===== src/design/dcq_pkg.sv =====
// Package with shared constants and codes for the device event coalescing queue.
`timescale 1ns / 1ps
`default_nettype none
package dcq_pkg;
    localparam int QueueDepthDefault = 16;
    localparam int DeviceIdBitsDefault = 16;
    localparam int TypeBits = 3;
    localparam int PortIdBits = 16;
    localparam int OutcomeBits = 3;
    localparam int CountBits = 5;

    localparam logic [TypeBits-1:0] EV_IGNORED      = 3'd0;
    localparam logic [TypeBits-1:0] EV_DEV_ADDED    = 3'd1;
    localparam logic [TypeBits-1:0] EV_DEV_CHANGED  = 3'd2;
    localparam logic [TypeBits-1:0] EV_DEV_REMOVED  = 3'd3;
    localparam logic [TypeBits-1:0] EV_SCANNED      = 3'd4;
    localparam logic [TypeBits-1:0] EV_DISK_ADDED   = 3'd5;
    localparam logic [TypeBits-1:0] EV_DISK_CHANGED = 3'd6;
    localparam logic [TypeBits-1:0] EV_DISK_REMOVED = 3'd7;

    localparam logic [OutcomeBits-1:0] OC_APPENDED  = 3'd0;
    localparam logic [OutcomeBits-1:0] OC_MERGED    = 3'd1;
    localparam logic [OutcomeBits-1:0] OC_CANCELLED = 3'd2;
    localparam logic [OutcomeBits-1:0] OC_FILTERED  = 3'd3;
    localparam logic [OutcomeBits-1:0] OC_REDUNDANT = 3'd4;
    localparam logic [OutcomeBits-1:0] OC_FULL      = 3'd5;
    localparam logic [OutcomeBits-1:0] OC_POPPED    = 3'd6;
    localparam logic [OutcomeBits-1:0] OC_POP_EMPTY = 3'd7;

    localparam logic CMD_POP = 1'b1;
endpackage
`default_nettype wire


===== src/design/dcq_ram.sv =====
// Generic single-write, single-read RAM with a registered read port.
`timescale 1ns / 1ps
`default_nettype none
module dcq_ram #(
    parameter int WIDTH = 8,
    parameter int DEPTH = 16
) (
    input  wire logic                     clk,
    input  wire logic                     we,
    input  wire logic [$clog2(DEPTH)-1:0] waddr,
    input  wire logic [WIDTH-1:0]         wdata,
    input  wire logic [$clog2(DEPTH)-1:0] raddr,
    output logic      [WIDTH-1:0]         rdata
);
    logic [WIDTH-1:0] mem [DEPTH];

    always_ff @(posedge clk)
    begin
        if (we)
        begin
            mem[waddr] <= wdata;
        end
        rdata <= mem[raddr];
    end
endmodule
`default_nettype wire


===== src/design/device_event_coalescing_queue_top.sv =====
// Top level of the device event coalescing queue: control sequencer around one entry RAM.
// Flow: a pop or filtered event passes through the head read, head data and output states,
// where its result is offered. An add scans entries from newest to oldest, then a removal
// shifts newer entries down one by one. One item is in work at a time.
// Reset empties the queue at once; entry contents are left as they are.
`timescale 1ns / 1ps
`default_nettype none
module device_event_coalescing_queue_top #(
    parameter int QUEUE_DEPTH    = dcq_pkg::QueueDepthDefault,
    parameter int DEVICE_ID_BITS = dcq_pkg::DeviceIdBitsDefault
) (
    input  wire logic        clk,
    input  wire logic        rst_n,
    input  wire logic        s_tvalid,
    output logic             s_tready,
    input  wire logic [23:0] s_tdata,  // cmd[0], kind[3:1], device_id[19:4]
    output logic             m_tvalid,
    input  wire logic        m_tready,
    output logic      [31:0] m_tdata   // outcome[2:0], head_valid[3], head_type[6:4],
                                       // head_device[22:7], entry_count[27:23]
);
    localparam int AW = $clog2(QUEUE_DEPTH);
    localparam int CW = $clog2(QUEUE_DEPTH + 1);
    localparam int SW = CW + 1;
    localparam int DW = DEVICE_ID_BITS;
    localparam int TW = dcq_pkg::TypeBits;
    localparam int EW = TW + DW;

    typedef enum logic [8:0] {
        ST_IDLE     = 9'b000000001,
        ST_SCAN_RD  = 9'b000000010,
        ST_SCAN_CHK = 9'b000000100,
        ST_SH_RD    = 9'b000001000,
        ST_SH_WR    = 9'b000010000,
        ST_APPEND   = 9'b000100000,
        ST_HEAD_RD  = 9'b001000000,
        ST_HEAD_DAT = 9'b010000000,
        ST_OUT      = 9'b100000000
    } state_t;

    state_t          state_reg, state_next;
    logic [AW-1:0]   head_reg, head_next;
    logic [CW-1:0]   count_reg, count_next;
    logic [CW-1:0]   k_reg, k_next;
    logic [CW-1:0]   i_reg, i_next;
    logic [TW-1:0]   type_reg, type_next;
    logic [DW-1:0]   dev_reg, dev_next;
    logic [2:0]      outcome_reg, outcome_next;
    logic            append_reg, append_next;
    logic [31:0]     out_reg, out_next;

    logic            we;
    logic [AW-1:0]   waddr, raddr;
    logic [EW-1:0]   wdata, rdata;
    logic [TW-1:0]   rd_type;
    logic [DW-1:0]   rd_dev;
    logic [TW-1:0]   in_type;
    logic [DW-1:0]   in_dev;
    logic [DW+15:0]  in_dev_ext;
    logic [DW+15:0]  hd_dev_ext;
    logic [CW+4:0]   cnt_ext;
    logic            related;

    function automatic logic [AW-1:0] qaddr(input logic [AW-1:0] h, input logic [CW-1:0] off);
        logic [SW-1:0] sum;
        sum = SW'(h) + SW'(off);
        if (sum >= SW'(QUEUE_DEPTH))
        begin
            sum = sum - SW'(QUEUE_DEPTH);
        end
        return sum[AW-1:0];
    endfunction

    dcq_ram #(
        .WIDTH(EW),
        .DEPTH(QUEUE_DEPTH)
    ) u_entries (
        .clk  (clk),
        .we   (we),
        .waddr(waddr),
        .wdata(wdata),
        .raddr(raddr),
        .rdata(rdata)
    );

    assign rd_type    = rdata[EW-1:DW];
    assign rd_dev     = rdata[DW-1:0];
    assign in_type    = s_tdata[3:1];
    assign in_dev_ext = {{DW{1'b0}}, s_tdata[19:4]};
    assign in_dev     = in_dev_ext[DW-1:0];
    assign hd_dev_ext = {16'd0, rd_dev};
    assign cnt_ext    = {5'd0, count_reg};
    assign related    = (rd_dev == dev_reg) && ((rd_type >= dcq_pkg::EV_DISK_ADDED) ==
                        (type_reg >= dcq_pkg::EV_DISK_ADDED));

    assign s_tready = (state_reg == ST_IDLE);
    assign m_tvalid = (state_reg == ST_OUT);
    assign m_tdata  = out_reg;

    always_comb
    begin
        state_next   = state_reg;
        head_next    = head_reg;
        count_next   = count_reg;
        k_next       = k_reg;
        i_next       = i_reg;
        type_next    = type_reg;
        dev_next     = dev_reg;
        outcome_next = outcome_reg;
        append_next  = append_reg;
        out_next     = out_reg;
        we           = 1'b0;
        waddr        = qaddr(head_reg, i_reg);
        wdata        = rdata;
        raddr        = head_reg;

        case (state_reg)
            ST_IDLE:
            begin
                if (s_tvalid)
                begin
                    type_next = in_type;
                    dev_next  = in_dev;
                    k_next    = count_reg;
                    state_next = ST_HEAD_RD;
                    if (s_tdata[0] == dcq_pkg::CMD_POP)
                    begin
                        if (count_reg != '0)
                        begin
                            head_next    = qaddr(head_reg, CW'(1));
                            count_next   = count_reg - CW'(1);
                            outcome_next = dcq_pkg::OC_POPPED;
                        end
                        else
                        begin
                            outcome_next = dcq_pkg::OC_POP_EMPTY;
                        end
                    end
                    else if (in_type == dcq_pkg::EV_IGNORED || in_type == dcq_pkg::EV_SCANNED)
                    begin
                        outcome_next = dcq_pkg::OC_FILTERED;
                    end
                    else
                    begin
                        state_next = ST_SCAN_RD;
                    end
                end
            end
            ST_SCAN_RD:
            begin
                raddr = qaddr(head_reg, k_reg - CW'(1));
                if (k_reg != '0)
                begin
                    state_next = ST_SCAN_CHK;
                end
                else if (count_reg == CW'(QUEUE_DEPTH))
                begin
                    outcome_next = dcq_pkg::OC_FULL;
                    state_next   = ST_HEAD_RD;
                end
                else
                begin
                    outcome_next = dcq_pkg::OC_APPENDED;
                    state_next   = ST_APPEND;
                end
            end
            ST_SCAN_CHK:
            begin
                k_next     = k_reg - CW'(1);
                i_next     = k_reg - CW'(1);
                state_next = ST_SCAN_RD;
                if (related)
                begin
                    if (rd_type == type_reg)
                    begin
                        outcome_next = dcq_pkg::OC_MERGED;
                        append_next  = 1'b1;
                        state_next   = ST_SH_RD;
                    end
                    else if (type_reg == dcq_pkg::EV_DEV_REMOVED ||
                             type_reg == dcq_pkg::EV_DISK_REMOVED)
                    begin
                        outcome_next = dcq_pkg::OC_CANCELLED;
                        append_next  = 1'b0;
                        state_next   = ST_SH_RD;
                    end
                    else if (type_reg == dcq_pkg::EV_DISK_CHANGED &&
                             rd_type == dcq_pkg::EV_DISK_ADDED)
                    begin
                        outcome_next = dcq_pkg::OC_REDUNDANT;
                        state_next   = ST_HEAD_RD;
                    end
                end
            end
            ST_SH_RD:
            begin
                raddr = qaddr(head_reg, i_reg + CW'(1));
                if (SW'(i_reg) + SW'(1) < SW'(count_reg))
                begin
                    state_next = ST_SH_WR;
                end
                else
                begin
                    count_next = count_reg - CW'(1);
                    state_next = append_reg ? ST_APPEND : ST_HEAD_RD;
                end
            end
            ST_SH_WR:
            begin
                we         = 1'b1;
                i_next     = i_reg + CW'(1);
                state_next = ST_SH_RD;
            end
            ST_APPEND:
            begin
                we         = 1'b1;
                waddr      = qaddr(head_reg, count_reg);
                wdata      = {type_reg, dev_reg};
                count_next = count_reg + CW'(1);
                state_next = ST_HEAD_RD;
            end
            ST_HEAD_RD:
            begin
                state_next = ST_HEAD_DAT;
            end
            ST_HEAD_DAT:
            begin
                out_next = '0;
                out_next[2:0]   = outcome_reg;
                out_next[27:23] = cnt_ext[4:0];
                if (count_reg != '0)
                begin
                    out_next[3]    = 1'b1;
                    out_next[6:4]  = rd_type;
                    out_next[22:7] = hd_dev_ext[15:0];
                end
                state_next = ST_OUT;
            end
            ST_OUT:
            begin
                if (m_tready)
                begin
                    state_next = ST_IDLE;
                end
            end
            default:
            begin
                state_next = ST_IDLE;
            end
        endcase
    end

    always_ff @(posedge clk or negedge rst_n)
    begin
        if (!rst_n)
        begin
            state_reg <= ST_IDLE;
            head_reg  <= '0;
            count_reg <= '0;
        end
        else
        begin
            state_reg <= state_next;
            head_reg  <= head_next;
            count_reg <= count_next;
        end
    end

    always_ff @(posedge clk)
    begin
        k_reg       <= k_next;
        i_reg       <= i_next;
        type_reg    <= type_next;
        dev_reg     <= dev_next;
        outcome_reg <= outcome_next;
        append_reg  <= append_next;
        out_reg     <= out_next;
    end
endmodule
`default_nettype wire

===== config.mk =====
export PLATFORM = sky130hd
export DESIGN_NAME = device_event_coalescing_queue_top
export DESIGN_NICKNAME = d
export VERILOG_FILES = /design/src/design/dcq_pkg.sv /design/src/design/dcq_ram.sv /design/src/design/device_event_coalescing_queue_top.sv
export SDC_FILE = /design/constraint.sdc
export NUM_CORES = 1
export LEC_CHECK = 0
export ABC_AREA = 1
export BUFFER_PORTS_ARGS = -buffer_cell sky130_fd_sc_hd__buf_2
export CAP_MARGIN = 20
export CORE_AREA = 2 2 205 207
export DETAILED_ROUTE_END_ITERATION = 16
export DIE_AREA = 0 0 207 209
export PLACE_DENSITY = 0.63
export REMOVE_ABC_BUFFERS = 1
export SLEW_MARGIN = 20
export SYNTH_ARGS = -nofsm -noshare
export SYNTH_HDL_FRONTEND = slang
export SYNTH_SLANG_ARGS = --single-unit

===== constraint.sdc =====
create_clock -name clk -period 4.72 [get_ports clk]
set_clock_uncertainty 0.2 [all_clocks]
set_input_delay 0.472 -clock clk [delete_from_list [all_inputs] [get_ports clk]]
set_output_delay 0.472 -clock clk [all_outputs]
set_load 0.01 [all_outputs]

== Yosys cells after proc, flatten, opt, wreduce, memory -nomap -nowiden ==
Memory sizes are Yosys's and may differ from the RTL's. A register that Yosys moved wholly into a read port is not among the register bits.
Index checks and enable logic that the tools add are counted.

* Add/subtract/negate cells: 15
* Multipliers: 0
* Div/mod/pow operators: 0
* Order comparisons: 8
* Eq/ne operators: 27
* Shifts and indexed selects: 0
* Multiplexer cells: 45
* Bitwise operators: 0
* Reduce and logical (&&, ||, !) cells: 20

{| class="wikitable"
|+ Operators with widths
! kind !! count
|-
| 9-bit one-hot mux with 9 select lines || 1
|-
| 7-bit 2-to-1 mux || 10
|-
| 3-bit 2-to-1 mux || 9
|-
| 5-bit 2-to-1 mux || 5
|-
| 4-bit by 5-bit adder with 6-bit output || 4
|-
| 6-bit by 5-bit greater-or-equal comparator with 1-bit output, second input constant || 4
|-
| 4-bit 2-to-1 mux || 6
|-
| 5-bit one-hot mux with 2 select lines || 2
|-
| 4-bit by 1-bit subtractor with 4-bit output, second input constant || 5
|-
| 19-bit 2-to-1 mux || 1
|-
| 9-bit 2-to-1 mux || 2
|-
| 16-bit equality test || 1
|-
| 5-bit one-hot mux with 3 select lines || 1
|-
| 3-bit equality test, second input constant || 4
|-
| 5-bit by 1-bit adder with 5-bit output, second input constant || 2
|-
| 5-bit nonzero test || 2
|-
| 5-bit by 1-bit subtractor with 5-bit output, second input constant || 2
|-
| 9-bit by 1-bit equality test with 1-bit output, second input constant || 1
|-
| 9-bit by 2-bit equality test with 1-bit output, second input constant || 1
|-
| 9-bit by 3-bit equality test with 1-bit output, second input constant || 1
|-
| 9-bit by 4-bit equality test with 1-bit output, second input constant || 1
|-
| 9-bit by 5-bit equality test with 1-bit output, second input constant || 1
|-
| 9-bit by 6-bit equality test with 1-bit output, second input constant || 1
|-
| 9-bit by 7-bit equality test with 1-bit output, second input constant || 1
|-
| other kinds (29) || 47
|}

* Register bits: 79
* Bits in latches: 0
* Memory bits (writable): 304
* ROM bits: 0
* Input port bits: 28
* Output and inout port bits: 34
* Word-level logic and storage cells: 127
* Memories: 1

{| class="wikitable"
|+ Memory list
! memory !! words !! width !! rd ports !! clocked after memory_dff !! wr ports !! line !! text
|-
| u_entries.mem || 16 || 19 || 1 || 1 || 1 || dcq_ram.sv:15 || <nowiki>logic [WIDTH-1:0] mem [DEPTH];</nowiki>
|}

== Logic depth before layout (Yosys ltp) ==
Gate-level depths: netlist of run 1.

* Depth in word-level cells: 7
* Depth in mapped cells: 20
* Mapped depth without buffers: 19

== Hierarchy ==
A second synthesis of run 1 with hierarchy kept.

* Cells, all modules: 1836
* Area total of the unflattened synthesis: 18263.8 um2

{| class="wikitable"
|+ Modules (own cells, without submodules)
! module !! times used !! cells an instance !! area each (um2) !! sequential area each (um2)
|-
| dcq_ram || 1 || 1270 || 13491.7 || 9509.1
|-
| device_event_coalescing_queue_top || 1 || 566 || 4772.1 || 2283.4
|}

== Worst setup path after synthesis of run 1 ==
OpenSTA, ideal clock, no wires.

* Path type: register to register
* Start point: reg state_reg[1]
* End point: reg state_reg[1]
* Library setup time: 0.066 ns
* Arrival: 4.025 ns
* Required time: 4.454 ns
* Setup slack: 0.429 ns
* Stages on the path, launching flop included: 7
* Buffers on the path: 0
* Period minus slack after synthesis: 4.291 ns
* Path through: dfrtp_1 nor2_1 nand2_1 nor4_1 nor3_1 a31oi_1 and2_1

* Word-level cells in the longest chain between the ends: 3
* Elaborated cells between the ends (all ways): 13
* Those cells by class: 11 x eq/ne; 1 x mux; 1 x reduce/logical

{| class="wikitable"
|+ RTL lines
! item !! line !! text
|-
| start: declaration || device_event_coalescing_queue_top.sv:41 || <nowiki>state_t state_reg, state_next;</nowiki>
|-
| start signal: assignment || device_event_coalescing_queue_top.sv:263 || <nowiki>state_reg <= state_next;</nowiki>
|-
| 9-bit equality test / 9-bit by 1-bit equality test with 1-bit output (equally long branches) || device_event_coalescing_queue_top.sv:117 || <nowiki>case (state_reg)</nowiki>
|-
| 2-bit by 1-bit inequality test with 1-bit output (no source line) / 2-bit inequality test (equally long branches) || n/a ||
|-
| 2-bit AND reduction (no source line) || n/a ||
|}

Several ways; a longest one is shown, not always the timed one.
A chain may end at the register's enable or synchronous reset.

== Worst setup path in the final report of run 1 ==
* Start point: reg state_reg[0]
* End point: mem u_entries.mem[2][13] (netlist name) (enable)

* Word-level cells in the longest chain between the ends: 5
* Elaborated cells between the ends (all ways): 7
* Those cells by class: 2 x eq/ne; 4 x mux; 1 x reduce/logical

{| class="wikitable"
|+ RTL lines
! item !! line !! text
|-
| 9-bit by 6-bit equality test with 1-bit output / 9-bit by 5-bit equality test with 1-bit output (equally long branches) || device_event_coalescing_queue_top.sv:117 ||
|-
| 2-bit OR reduction (no source line) || n/a ||
|-
| 1-bit 2-to-1 mux || device_event_coalescing_queue_top.sv:117 ||
|-
| 1-bit 2-to-1 mux || dcq_ram.sv:19 || <nowiki>if (we)</nowiki>
|-
| 1-bit 2-to-1 mux (implied by the code) || dcq_ram.sv:21 || <nowiki>mem[waddr] <= wdata;</nowiki>
|-
| end: declaration || dcq_ram.sv:15 ||
|}

Several ways; a longest one is shown, not always the timed one.

==> impl_results.md, run 1 <==
* Worst Hold Depth at 3
* Actual slew at the worst max-slew pin at 841 ps
* Reg with most FFs: u_entries.mem
* CTS Sinks at 402
* Total Die Area at 43300 um2
* Number of buffers added for setup after CTS at 0
* Library cell appearing most often on the critical path: sky130_fd_sc_hd__nand2_1
* Static leakage at a little under 0.009 uW
* Total clock buffers created by CTS at 43
* Internal power consumption at roughly 8000 uW
* Root buffer cell: sky130_fd_sc_hd__clkbuf_16
* Final estimated routing congestion in global placement at between 0.8 and 0.9
* Clock latency at the later pin of the worst-skew pair at 560 ps
* Proportion of synthesized chip area in sequential cells at between 60% and 70%
* Share of cells above drive strength 1 at between 10% and 20%
* Die W at between 200 and 250 um
* Data arrival, critical path at about 4200 ps
* Avg Synthesized Cell Area at roughly 10 um2
* Startpoint types: register
* Net switching share of the total power at a little under two fifths
* Synthesized netlist cell count at 1773
* Sw Pwr at 4780 uW
* Worst Path Required at around 4800 ps
* Maximum frequency from static timing analysis at around 240 MHz
* Largest buffer count on any clock path at 3
* Net count of the finished layout at 1919
* Initial antenna violation count at 0
* Floorplan die height at 209 um
* Number of warnings reported in the yosys synthesis log at 0
* Total Routing Usage GR at 21.0%
* CTS tree: done
* Tcrit/Tclk final at between 80% and 90%
* Type of the worst min-delay path: in2reg
* Post-synthesis cell type with the largest combined area: sky130_fd_sc_hd__edfxtp_1
* Relative max-transition margin at 43.9%
* Count of input and output buffers at 53
* Primary FF master, synth: sky130_fd_sc_hd__edfxtp_1
* Final setup violation count at 0
* Overflow after GRT at 0
* Number of global-route vias before repair at 12100
* Run status: complete, no violations
* Drt wl/cell at ~19 um
* Count of flip-flops with a built-in enable after synthesis at between 300 and 400
* Unrepaired setup endpoints after global routing: false
* Top cell family by delay on the critical path: simple AND/OR/NAND/NOR gates
* Antenna cell count at 0
* Portion of total power attributed to the clock network at 26.3%
* Number of detailed-route iterations in the first pass at 6
* Worst reg2reg startpoint: state_reg[0]
* Ports placed on the boundary at 62
* Slowest stage cell on the critical path: sky130_fd_sc_hd__nor2_2
* Area of all placed cells without fillers at between 20000 and 25000 um2
* Most frequent cells after synthesis: sky130_fd_sc_hd__nand2_1, sky130_fd_sc_hd__edfxtp_1, sky130_fd_sc_hd__nand3_1
* Number of fill cells at between 3000 and 4000
* Global-route wire length before repair at roughly 70 mm
* Max reg flops at between 300 and 400
* Critical path cell sequence: nor2_1 -> nand2_1 -> inv_1 -> nand2_1 -> clkinv_1 -> a21oi_1 -> ha_1 -> a21oi_1 -> nand2_1 -> xor2_1 -> xor2_1 -> inv_1 -> nand2_1 -> nor2_2 -> buf_4
* Worst Hold Launch: s_tdata[0]
* Total vias in the final route at about 13000
* Largest cells by area after synthesis: sky130_fd_sc_hd__edfxtp_1, sky130_fd_sc_hd__nand3_1, sky130_fd_sc_hd__nand2_1
* Endpoint of the lowest-slack register-to-register path: u_entries.mem[2][13]
* Crit-path max FO at 11
* Number of max-cap violations at 0
* Most frequently used cell type in the post-synthesis netlist: sky130_fd_sc_hd__nand2_1
* Post-route DRC at 0
* Count of unique library cells instantiated by Yosys at 40
* R2R cell count at 15
* Synthesized flop and latch total at around 400
* Number of max-slew violations in the final report at 0
* Clock transition at the register clock pins on the worst setup and hold paths after CTS at 60 ps
* Async set-or-reset flop fraction in the synthesized netlist at under 10%
* CP Capture Type: register
* Effective utilization at floorplan at around 44%
* Dpl hpwl at between 20 and 30 mm
* Number of placement rows at between 70 and 80
* Largest net degree at the start of global routing at a little over 70
* DRT antenna net count at 0
* Delay of the slowest cell on the worst path at roughly 630 ps
* Fraction of post-synthesis cell area in the top cell type by area at 60.2%
* First DRT Iteration DRCs at ~900
* Setup TNS after final layout at 0 ps
* Area growth from synthesis to layout at 14.9%
* Number of H-tree levels at 2
* Shortest period the worst path allows at 4150 ps
* Worst vdd rail ir drop at 0.000376 V
* Proportion of power drawn by flip-flops and latches at between 30% and 40%
* Placed inst area at 19300 um2
* WL final at roughly 46 mm
* R2R Setup Slk at between 500 and 600 ps
* Proportion of power drawn by combinational gates at between 30 and 40%
* Worst hold path endpoint: outcome_reg[2]
* Total power divided by cell area at 610 nW/um2
* Synthesized area at about 18000 um2
* Final hold violation count at 0
* Class of the most critical setup path: reg2reg
* Vias/cell at a little over 5
* Buffering stage count on the worst path with inverters included at 4
* Std-Cell Core Area at between 40000 and 50000 um2
[power by group through the flow]
| stage | combinational, uW | sequential, uW | clock [uW] |
|---|---|---|---|
| CTS | 4540 | 4860 | 3400 |
| global placement | 4380 | 4920 | 0 |
| finish | 4540 | 4860 | 3350 |
| global route | 5040 | 4880 | 3550 |
| floorplan | 2910 | 4850 | 0 |
| detailed placement | 4510 | 4930 | 0 |
[area by class of cell]
cell class              instances  area [um2]  area share (%)
inverters                     333        1250            5.97
flip-flops and latches        402       11800            56.4
multi-input cells             961        4850            23.2
clock buffers                  59        1200            5.72
well taps                     539         674            3.22
clock inverters                19         194           0.927
repair buffers                130         961            4.59
[stage by stage]
stage | power (uW) | worst slack [ps] | std cells | hold WS (ps) | utilization (%)
floorplan | 7760 | 237 | 1696 | -23.6 | -
global placement | 9300 | 674 | 2342 | 204 | 46.7
detailed placement | 9430 | 620 | 2344 | 209 | 46.8
CTS | 12800 | 600 | 2443 | 26.9 | 50.7
global route | 13500 | 322 | 2443 | 59.8 | 50.7
finish | 12800 | 567 | 2443 | 50.4 | 50.7
[repair_timing]
| item | 4_1_cts | 5_1_grt |
|---|---|---|
| hold endpoints to repair | 39 | 0 |
| gates resized for setup | 0 | 0 |
| setup endpoints to repair | 0 | 0 |
| hold buffers | 21 | 0 |
[metal layers]
layer	up-vias	wire length, um	GRT usage (%)
li1	6017	-	-
met3	72	2810	2.93
met4	0	993	6.35
met2	422	22000	35.9
met5	-	0	0
met1	6001	19800	28.0
[worst min-delay path: stages]
cell and delay (ps):
sky130_fd_sc_hd__buf_2 110, sky130_fd_sc_hd__a21oi_1 60, sky130_fd_sc_hd__o21ai_0 60
[placed cells by master (no fill, tap or decap), types with 2 or more instances in the layout]
master	n
sky130_fd_sc_hd__nand3_2	3
sky130_fd_sc_hd__o21ai_1	2
sky130_fd_sc_hd__clkbuf_8	6
sky130_fd_sc_hd__nor2_1	31
sky130_fd_sc_hd__buf_4	51
sky130_fd_sc_hd__nand2_1	378
sky130_fd_sc_hd__nor2_2	18
sky130_fd_sc_hd__xor2_1	18
sky130_fd_sc_hd__buf_12	3
sky130_fd_sc_hd__o21ai_0	32
sky130_fd_sc_hd__clkinv_2	6
sky130_fd_sc_hd__inv_6	2
sky130_fd_sc_hd__nand3_1	335
sky130_fd_sc_hd__dfrtp_1	17
sky130_fd_sc_hd__nand2_2	2
sky130_fd_sc_hd__nand2_4	2
sky130_fd_sc_hd__dlygate4sd3_1	21
sky130_fd_sc_hd__ha_1	17
sky130_fd_sc_hd__nor3_1	11
sky130_fd_sc_hd__inv_1	328
sky130_fd_sc_hd__inv_2	4
sky130_fd_sc_hd__a21oi_1	12
sky130_fd_sc_hd__bufinv_16	4
sky130_fd_sc_hd__clkinv_1	8
sky130_fd_sc_hd__buf_2	53
sky130_fd_sc_hd__conb_1	4
sky130_fd_sc_hd__clkbuf_1	10
sky130_fd_sc_hd__fa_1	3
sky130_fd_sc_hd__or2_2	8
sky130_fd_sc_hd__nor2_4	2
sky130_fd_sc_hd__nand4_1	5
sky130_fd_sc_hd__xnor2_1	7
sky130_fd_sc_hd__clkbuf_16	43
sky130_fd_sc_hd__dfxtp_1	19
sky130_fd_sc_hd__nand3b_1	58
sky130_fd_sc_hd__edfxtp_1	365
sky130_fd_sc_hd__o21ai_4	3
[worst max-delay path by stage]
stage                      start                    to  slack (ps)  depth (start not counted)
finish              state_reg[0]  u_entries.mem[2][13]         570                         15
global route        state_reg[0]   u_entries.mem[2][8]         320                         16
detailed placement  state_reg[0]   u_entries.mem[2][4]         620                         16
global placement    state_reg[0]   u_entries.mem[2][4]         670                         16
CTS                 state_reg[0]   u_entries.mem[2][7]         600                         16
floorplan           state_reg[0]  u_entries.mem[10][0]         240                         14
[kinds of logic (layout without fill, tap and decap cells)]
family	count (synthesis)	in the layout	share of synthesized area, %
buffers and inverters	413	541	9.22
other	1	4	0.0206
XOR/XNOR	25	25	1.20
adder cells (fa/ha/maj)	20	20	1.50
AO/OA/AOI/OAI	55	55	1.66
AND/OR/NAND/NOR	857	857	21.7
flip-flops	402	402	64.7
Power figures use the tool's default switching activity.
==> run 2, diff against run 1 <==
PLACE_DENSITY = unset   (was 0.63)
clock period = 4.1 ns   (was 4.72 ns; I/O delays follow)
==> impl_results.md, run 2 (synthesis results as in run 1) <==
* Crit-path max FO at 10
* Number of global-route vias before repair at about 12000
* Placed inst area at ~19000 um2
* Number of placement rows at 75
* Max reg flops at 304
* Maximum frequency from static timing analysis at 250 MHz
* Drt wl/cell at between 15 and 20 um
* Overall Power at approximately 15000 uW
* R2R cell count at 17
* Area of all placed cells without fillers at between 20000 and 25000 um2
* Total Routing Usage GR at a little over a fifth
* Number of max-cap violations at 0
* Startpoint types: register
* Dpl hpwl at roughly 27 mm
* Actual slew at the worst max-slew pin at just under 1000 ps
* Largest net degree at the start of global routing at 58
* Number of max-slew violations in the final report at 0
* CTS tree: done
* Ports placed on the boundary at 62
* Count of input and output buffers at 53
* CP Capture Type: register
* Type of the worst min-delay path: in2async
* Worst vdd rail ir drop at between 0.0004 and 0.0005 V
* Total vias in the final route at 12600
* Tcrit/Tclk final at between 90% and 100%
* Net count of the finished layout at 1926
* Die W at between 200 and 250 um
* Effective utilization at floorplan at 44.1%
* Endpoint of the lowest-slack register-to-register path: u_entries.mem[4][14]
* Clock latency at the later pin of the worst-skew pair at 570 ps
* Number of H-tree levels at 2
* Vias/cell at around 5.1
* Total Die Area at approximately 43000 um2
* Largest buffer count on any clock path at 3
* Static leakage at ~0.0090 uW
* Clock transition at the register clock pins on the worst setup and hold paths after CTS at roughly 60 ps
* Relative max-transition margin at roughly 36%
* First DRT Iteration DRCs at 1200
* Floorplan die height at 209 um
* Std-Cell Core Area at slightly above 40000 um2
* Overflow after GRT at 0
* Run status: complete, no violations
* Final non-filler cell total at ~2500
* Worst Setup EP: u_entries.mem[4][14]
* Global-route wire length before repair at between 70 and 80 mm
* Unrepaired setup endpoints after global routing: true
* Final estimated routing congestion in global placement at slightly below 0.9
* DP Cell Count at about 2400
* Total power divided by cell area at a little over 700 nW/um2
* WL final at roughly 46 mm
* Initial antenna violation count at 0
* Combined flip-flop and latch cell area at between 10000 and 15000 um2
* Final setup violation count at 0
* Number of detailed-route iterations in the first pass at 5
* Worst reg2reg startpoint: state_reg[8]
* Worst setup path startpoint: state_reg[8]
* Post-route DRC at 0
* Final hold violation count at 0
* Number of fill cells at between 3000 and 4000
* Reg with most FFs: u_entries.mem
* Shortest period the worst path allows at 4000 ps
* DRT antenna net count at 0
* Total area of multi-input combinational cells at just under 5000 um2
* Worst Path Required at between 4000 and 5000 ps
* Data arrival, critical path at 4050 ps
* Share of cells above drive strength 1 at 11.8%
* Class of the most critical setup path: reg2reg
* Commonest non-fill, non-tap cell in the layout: sky130_fd_sc_hd__nand2_1
* Area growth from synthesis to layout at 16.3%
* R2R Setup Slk at between 100 and 150 ps
* Root buffer cell: sky130_fd_sc_hd__clkbuf_16
* CTS Sinks at 402
* Total clock buffers created by CTS at 43
* Commonest cells after routing, fill and taps aside: sky130_fd_sc_hd__nand2_1, sky130_fd_sc_hd__edfxtp_1, sky130_fd_sc_hd__nand3_1
[run 2: changes by cell type in the layout (fill, tap and decap cells not counted), moves of 2 or more]
cell	delta
sky130_fd_sc_hd__buf_12	+9
sky130_fd_sc_hd__bufinv_16	+4
sky130_fd_sc_hd__clkbuf_16	+2
sky130_fd_sc_hd__clkbuf_8	-3
sky130_fd_sc_hd__clkinv_1	-4
sky130_fd_sc_hd__clkinvlp_4	+3
sky130_fd_sc_hd__inv_6	-2
[run 2: area by class of cell]
cell class	instances	share of cell area, %
clock inverters	20	1.43
well taps	539	3.18
flip-flops and latches	402	55.7
diodes	1	0.0118
clock buffers	58	5.69
inverters	333	5.90
repair buffers	137	5.20
multi-input cells	961	22.9
[run 2: metrics by stage]
stage / setup TNS, ps / hold slack, ps / utilization, % / setup WS, ps
2_1_floorplan: -123340 / -85.6 / - / -383
3_3_place_gp: 0 / 180 / 47.1 / 167
3_5_place_dp: 0 / 181 / 47.1 / 130
4_1_cts: 0 / 113 / 51.3 / 119
5_1_grt: -1400 / 162 / 51.3 / -73.0
6_report: 0 / 132 / 51.3 / 104
[run 2: repair_timing]
action | 4_1_cts | 5_1_grt
buffers inserted | 0 | 0
setup endpoints to repair | 0 | 25
hold endpoints to repair | 40 | 0
gates resized for setup | 0 | 1
hold buffers | 22 | 0
[run 2: power breakdown]
group / switching (uW) / internal, uW / leakage [uW]
sequential: 272 / 5320 / 0.00367
combinational: 3690 / 1640 / 0.00464
clock: 1580 / 2560 / 0.000730
total: 5540 / 9520 / 0.00905
[run 2: per-layer routing]
metal	GRT usage [%]	routed length, um
met1	29.0	20100
met2	35.4	22000
met3	2.72	2810
met4	7.51	1150
met5	0	0
[run 2: how the worst min path moves through the flow]
| stage | endpoint | cells past startpoint | slack (ps) | from |
|---|---|---|---|---|
| after floorplan | count_reg[0] | 0 | -90 | rst_n |
| after global placement | state_reg[8] | 1 | 180 | rst_n |
| after detailed placement | state_reg[8] | 1 | 180 | rst_n |
| after CTS | count_reg[4] | 2 | 110 | rst_n |
| after global routing | state_reg[6] | 2 | 160 | rst_n |
| final | head_reg[0] | 2 | 130 | rst_n |
[run 2: critical path: stages (launching register included)]
cell and delay, ps:
sky130_fd_sc_hd__dfrtp_1 420, sky130_fd_sc_hd__inv_2 130, sky130_fd_sc_hd__nand3_1 100, sky130_fd_sc_hd__nor3_1 220
sky130_fd_sc_hd__nand2_1 110, sky130_fd_sc_hd__clkinv_1 160, sky130_fd_sc_hd__nor2_1 50, sky130_fd_sc_hd__a21oi_1 140
sky130_fd_sc_hd__ha_1 280, sky130_fd_sc_hd__a21oi_1 130, sky130_fd_sc_hd__nand2_1 80, sky130_fd_sc_hd__xor2_1 150
sky130_fd_sc_hd__xor2_1 200, sky130_fd_sc_hd__inv_1 100, sky130_fd_sc_hd__nand2_1 130, sky130_fd_sc_hd__buf_4 180
sky130_fd_sc_hd__nor2_2 550, sky130_fd_sc_hd__buf_4 340
==> run 3, diff against run 2 <==
--- a/config.mk
+++ b/config.mk
@@ -7,8 +7,7 @@
 export LEC_CHECK = 0
-export ABC_AREA = 1
 export BUFFER_PORTS_ARGS = -buffer_cell sky130_fd_sc_hd__buf_2
 export CAP_MARGIN = 20
-export CORE_AREA = 2 2 205 207
+export CORE_AREA = 2 2 198 200
 export DETAILED_ROUTE_END_ITERATION = 16
-export DIE_AREA = 0 0 207 209
+export DIE_AREA = 0 0 200 202
 export REMOVE_ABC_BUFFERS = 1
==> constraint.sdc (replaced) <==
create_clock -name clk -period 4.1 [get_ports clk]
set_clock_uncertainty 0.2 [all_clocks]
set_input_delay 1.23 -clock clk [delete_from_list [all_inputs] [get_ports clk]]
set_output_delay 1.23 -clock clk [all_outputs]
set_load 0.01 [all_outputs]
==> impl_results.md, run 3 <==
* Library cell appearing most often on the critical path: sky130_fd_sc_hd__mux2i_1
* Critical path cell sequence: or4_4 -> or3_4 -> mux2i_1 -> ha_1 -> inv_1 -> fa_1 -> mux2i_4 -> buf_12 -> buf_12 -> buf_12 -> mux2i_1 -> mux2i_1 -> mux2i_1 -> mux2i_1
* Die W at approximately 200 um
* Dpl hpwl at between 20 and 25 mm
* Internal power consumption at between 10000 and 15000 uW
* Fraction of met2 tracks used by global routing at between 30% and 40%
* Total clock buffers created by CTS at between 40 and 50
* R2R cell count at 14
* Effective utilization at floorplan at about 44%
* Crit-path max FO at 15
* Actual slew at the worst max-slew pin at between 600 and 700 ps
* Setup TNS after final layout at 0 ps
* Proportion of power drawn by flip-flops and latches at ~38%
* Total Routing Usage GR at 18.7%
* Most frequent cells after synthesis: sky130_fd_sc_hd__edfxtp_1, sky130_fd_sc_hd__mux2i_1, sky130_fd_sc_hd__nor2_1
* Type of the worst min-delay path: reg2reg
* Endpoint of the lowest-slack register-to-register path: u_entries.rdata[4]
* Worst reg2reg startpoint: state_reg[4]
* Worst vdd rail ir drop at ~0.00048 V
* Shortest period the worst path allows at ~4000 ps
* WL final at roughly 38 mm
* Largest net degree at the start of global routing at 39
* Number of H-tree levels at 2
* Count of flip-flops with a built-in enable after synthesis at 365
* Clock transition at the register clock pins on the worst setup and hold paths after CTS at ~60 ps
* Most frequently used cell type in the post-synthesis netlist: sky130_fd_sc_hd__edfxtp_1
* Reg with most FFs: u_entries.mem
* Global-route wire length before repair at ~55 mm
* Unrepaired setup endpoints after global routing: true
* Count of input and output buffers at between 50 and 60
* Antenna cell count at 0
* Initial antenna violation count at 1
* Run status: complete, no violations
* Global-route track usage on met1 at 25.6%
* Final estimated routing congestion in global placement at ~0.8
* Clock latency at the later pin of the worst-skew pair at around 570 ps
* Total power divided by cell area at ~740 nW/um2
* Synthesized flop and latch total at ~400
* Top cell family by delay on the critical path: multiplexers
* Number of placement rows at about 70
* Worst setup path startpoint: state_reg[4]
* Buffering stage count on the worst path with inverters included at 4
* Final setup violation count at 0
* Fraction of post-synthesis cell area in the top cell type by area at 64.4%
* Delay of the slowest cell on the worst path at 570 ps
* Count of unique library cells instantiated by Yosys at 58
* First DRT Iteration DRCs at 717
* Number of max-slew violations in the final report at 0
* Synthesized area at 17000 um2
* Number of detailed-route iterations in the first pass at 5
* Worst Setup EP: u_entries.rdata[4]
* Drt wl/cell at 22.0 um
* Number of warnings reported in the yosys synthesis log at 0
* Class of the most critical setup path: reg2reg
* Number of max-cap violations at 0
* Ports placed on the boundary at 62
* Vias/cell at slightly above 5
* Number of buffers inserted by hold repair at cts at 0
* Commonest cells after routing, fill and taps aside: sky130_fd_sc_hd__edfxtp_1, sky130_fd_sc_hd__mux2i_1, sky130_fd_sc_hd__buf_2
* Relative max-transition margin at a little under three fifths
* Max reg flops at ~300
* Net switching share of the total power at between 30% and 40%
* Total number of cells along the worst setup path at 14
* R2R Setup Slk at 150 ps
* Area growth from synthesis to layout at 19.0%
* Post-synthesis cell type with the largest combined area: sky130_fd_sc_hd__edfxtp_1
* Std-Cell Core Area at 38300 um2
* Root buffer cell: sky130_fd_sc_hd__clkbuf_16
* Largest buffer count on any clock path at 3
* Number of global-route vias before repair at 8844
* Proportion of synthesized chip area in sequential cells at a little under 70%
* Commonest non-fill, non-tap cell in the layout: sky130_fd_sc_hd__edfxtp_1
* Maximum frequency from static timing analysis at ~250 MHz
* Share of cells above drive strength 1 at approximately a fifth
* Primary FF master, synth: sky130_fd_sc_hd__edfxtp_1
* Floorplan die height at 202 um
* Worst Path Required at ~4300 ps
* Proportion of power drawn by combinational gates at between 30% and 40%
* CTS Sinks at roughly 400
* GR peak layer: met2
* Synthesized netlist cell count at just over 1000
* Hold Slack at between 200 and 250 ps
* Global-route track usage on met3 at 3.42%
* Static leakage at approximately 0.0078 uW
* Final hold violation count at 0
* Slowest stage cell on the critical path: sky130_fd_sc_hd__or4_4
* CP Capture Type: register
* Post-route DRC at 0
* Avg Synthesized Cell Area at around 17 um2
* Overflow after GRT at 0
* Net count of the finished layout at roughly 1200
* DRT antenna net count at 0
* Largest cells by area after synthesis: sky130_fd_sc_hd__edfxtp_1, sky130_fd_sc_hd__mux2i_1, sky130_fd_sc_hd__dfrtp_1
* Total vias in the final route at just under 9000
* Data arrival, critical path at around 4200 ps
* Sw Pwr at 4850 uW
* Total Die Area at between 40000 and 50000 um2
* Tcrit/Tclk final at slightly below 100%
* CTS tree: done
* Startpoint types: register
* Async set-or-reset flop fraction in the synthesized netlist at ~4.5%
* Portion of total power attributed to the clock network at around 26%
run 3: kinds of logic after synthesis:
logic type	after synthesis	share of synthesized area (%)
flip-flops	402	69.2
multiplexers	315	18.7
AND/OR/NAND/NOR	136	4.31
buffers and inverters	60	1.82
AO/OA/AOI/OAI	51	1.95
XOR/XNOR	44	2.37
adder cells (fa/ha/maj)	20	1.60
other	1	0.0220
run 3: how the worst min path moves through the flow:
stage	to	from	depth (start not counted)
final	m_tdata[0]	outcome_reg[0]	0
after global routing	m_tdata[0]	outcome_reg[0]	0
after CTS	m_tdata[0]	outcome_reg[0]	0
after detailed placement	m_tdata[0]	outcome_reg[0]	0
after global placement	m_tdata[0]	outcome_reg[0]	0
after floorplan	m_tdata[0]	outcome_reg[0]	0
run 3: what timing repair did:
action	in CTS	in global routing
setup buffers	0	5
setup endpoints to repair	0	19
gates resized for setup	0	2
run 3: power groups by stage:
stage,sequential [uW],clock [uW],combinational [uW]
2_1_floorplan,5610,0,3270
3_3_place_gp,5710,0,5200
3_5_place_dp,5710,0,5270
4_1_cts,5630,3950,5300
5_1_grt,5660,4120,5970
6_report,5630,3870,5510
run 3: layout make-up:
class                      count  area, um2
timing repair buffer         128       1310
sequential                   402      11800
clock buffer                  58       1160
inverter                      17       63.8
clock inverter                20        262
tap                          518        648
multi-input combinational    570       5030
fill                        3127      18000
run 3: metal layers:
layer / vias up / wire length [um]
li1: 4203 / -
met1: 4422 / 17000
met2: 176 / 18100
met3: 64 / 1650
met4: 0 / 890
met5: - / 0
run 3: stage by stage:
stage,total power (uW),cell area [um2],utilization (%),setup slack (ps),cells
floorplan,8870,16800,-,-10210,989
global placement,10900,18700,48.8,99.7,1626
detailed placement,11000,18700,48.8,94.6,1626
CTS,14900,20100,52.5,72.7,1704
global route,15800,20300,52.9,-16.8,1713
finish,15000,20300,52.9,149,1713
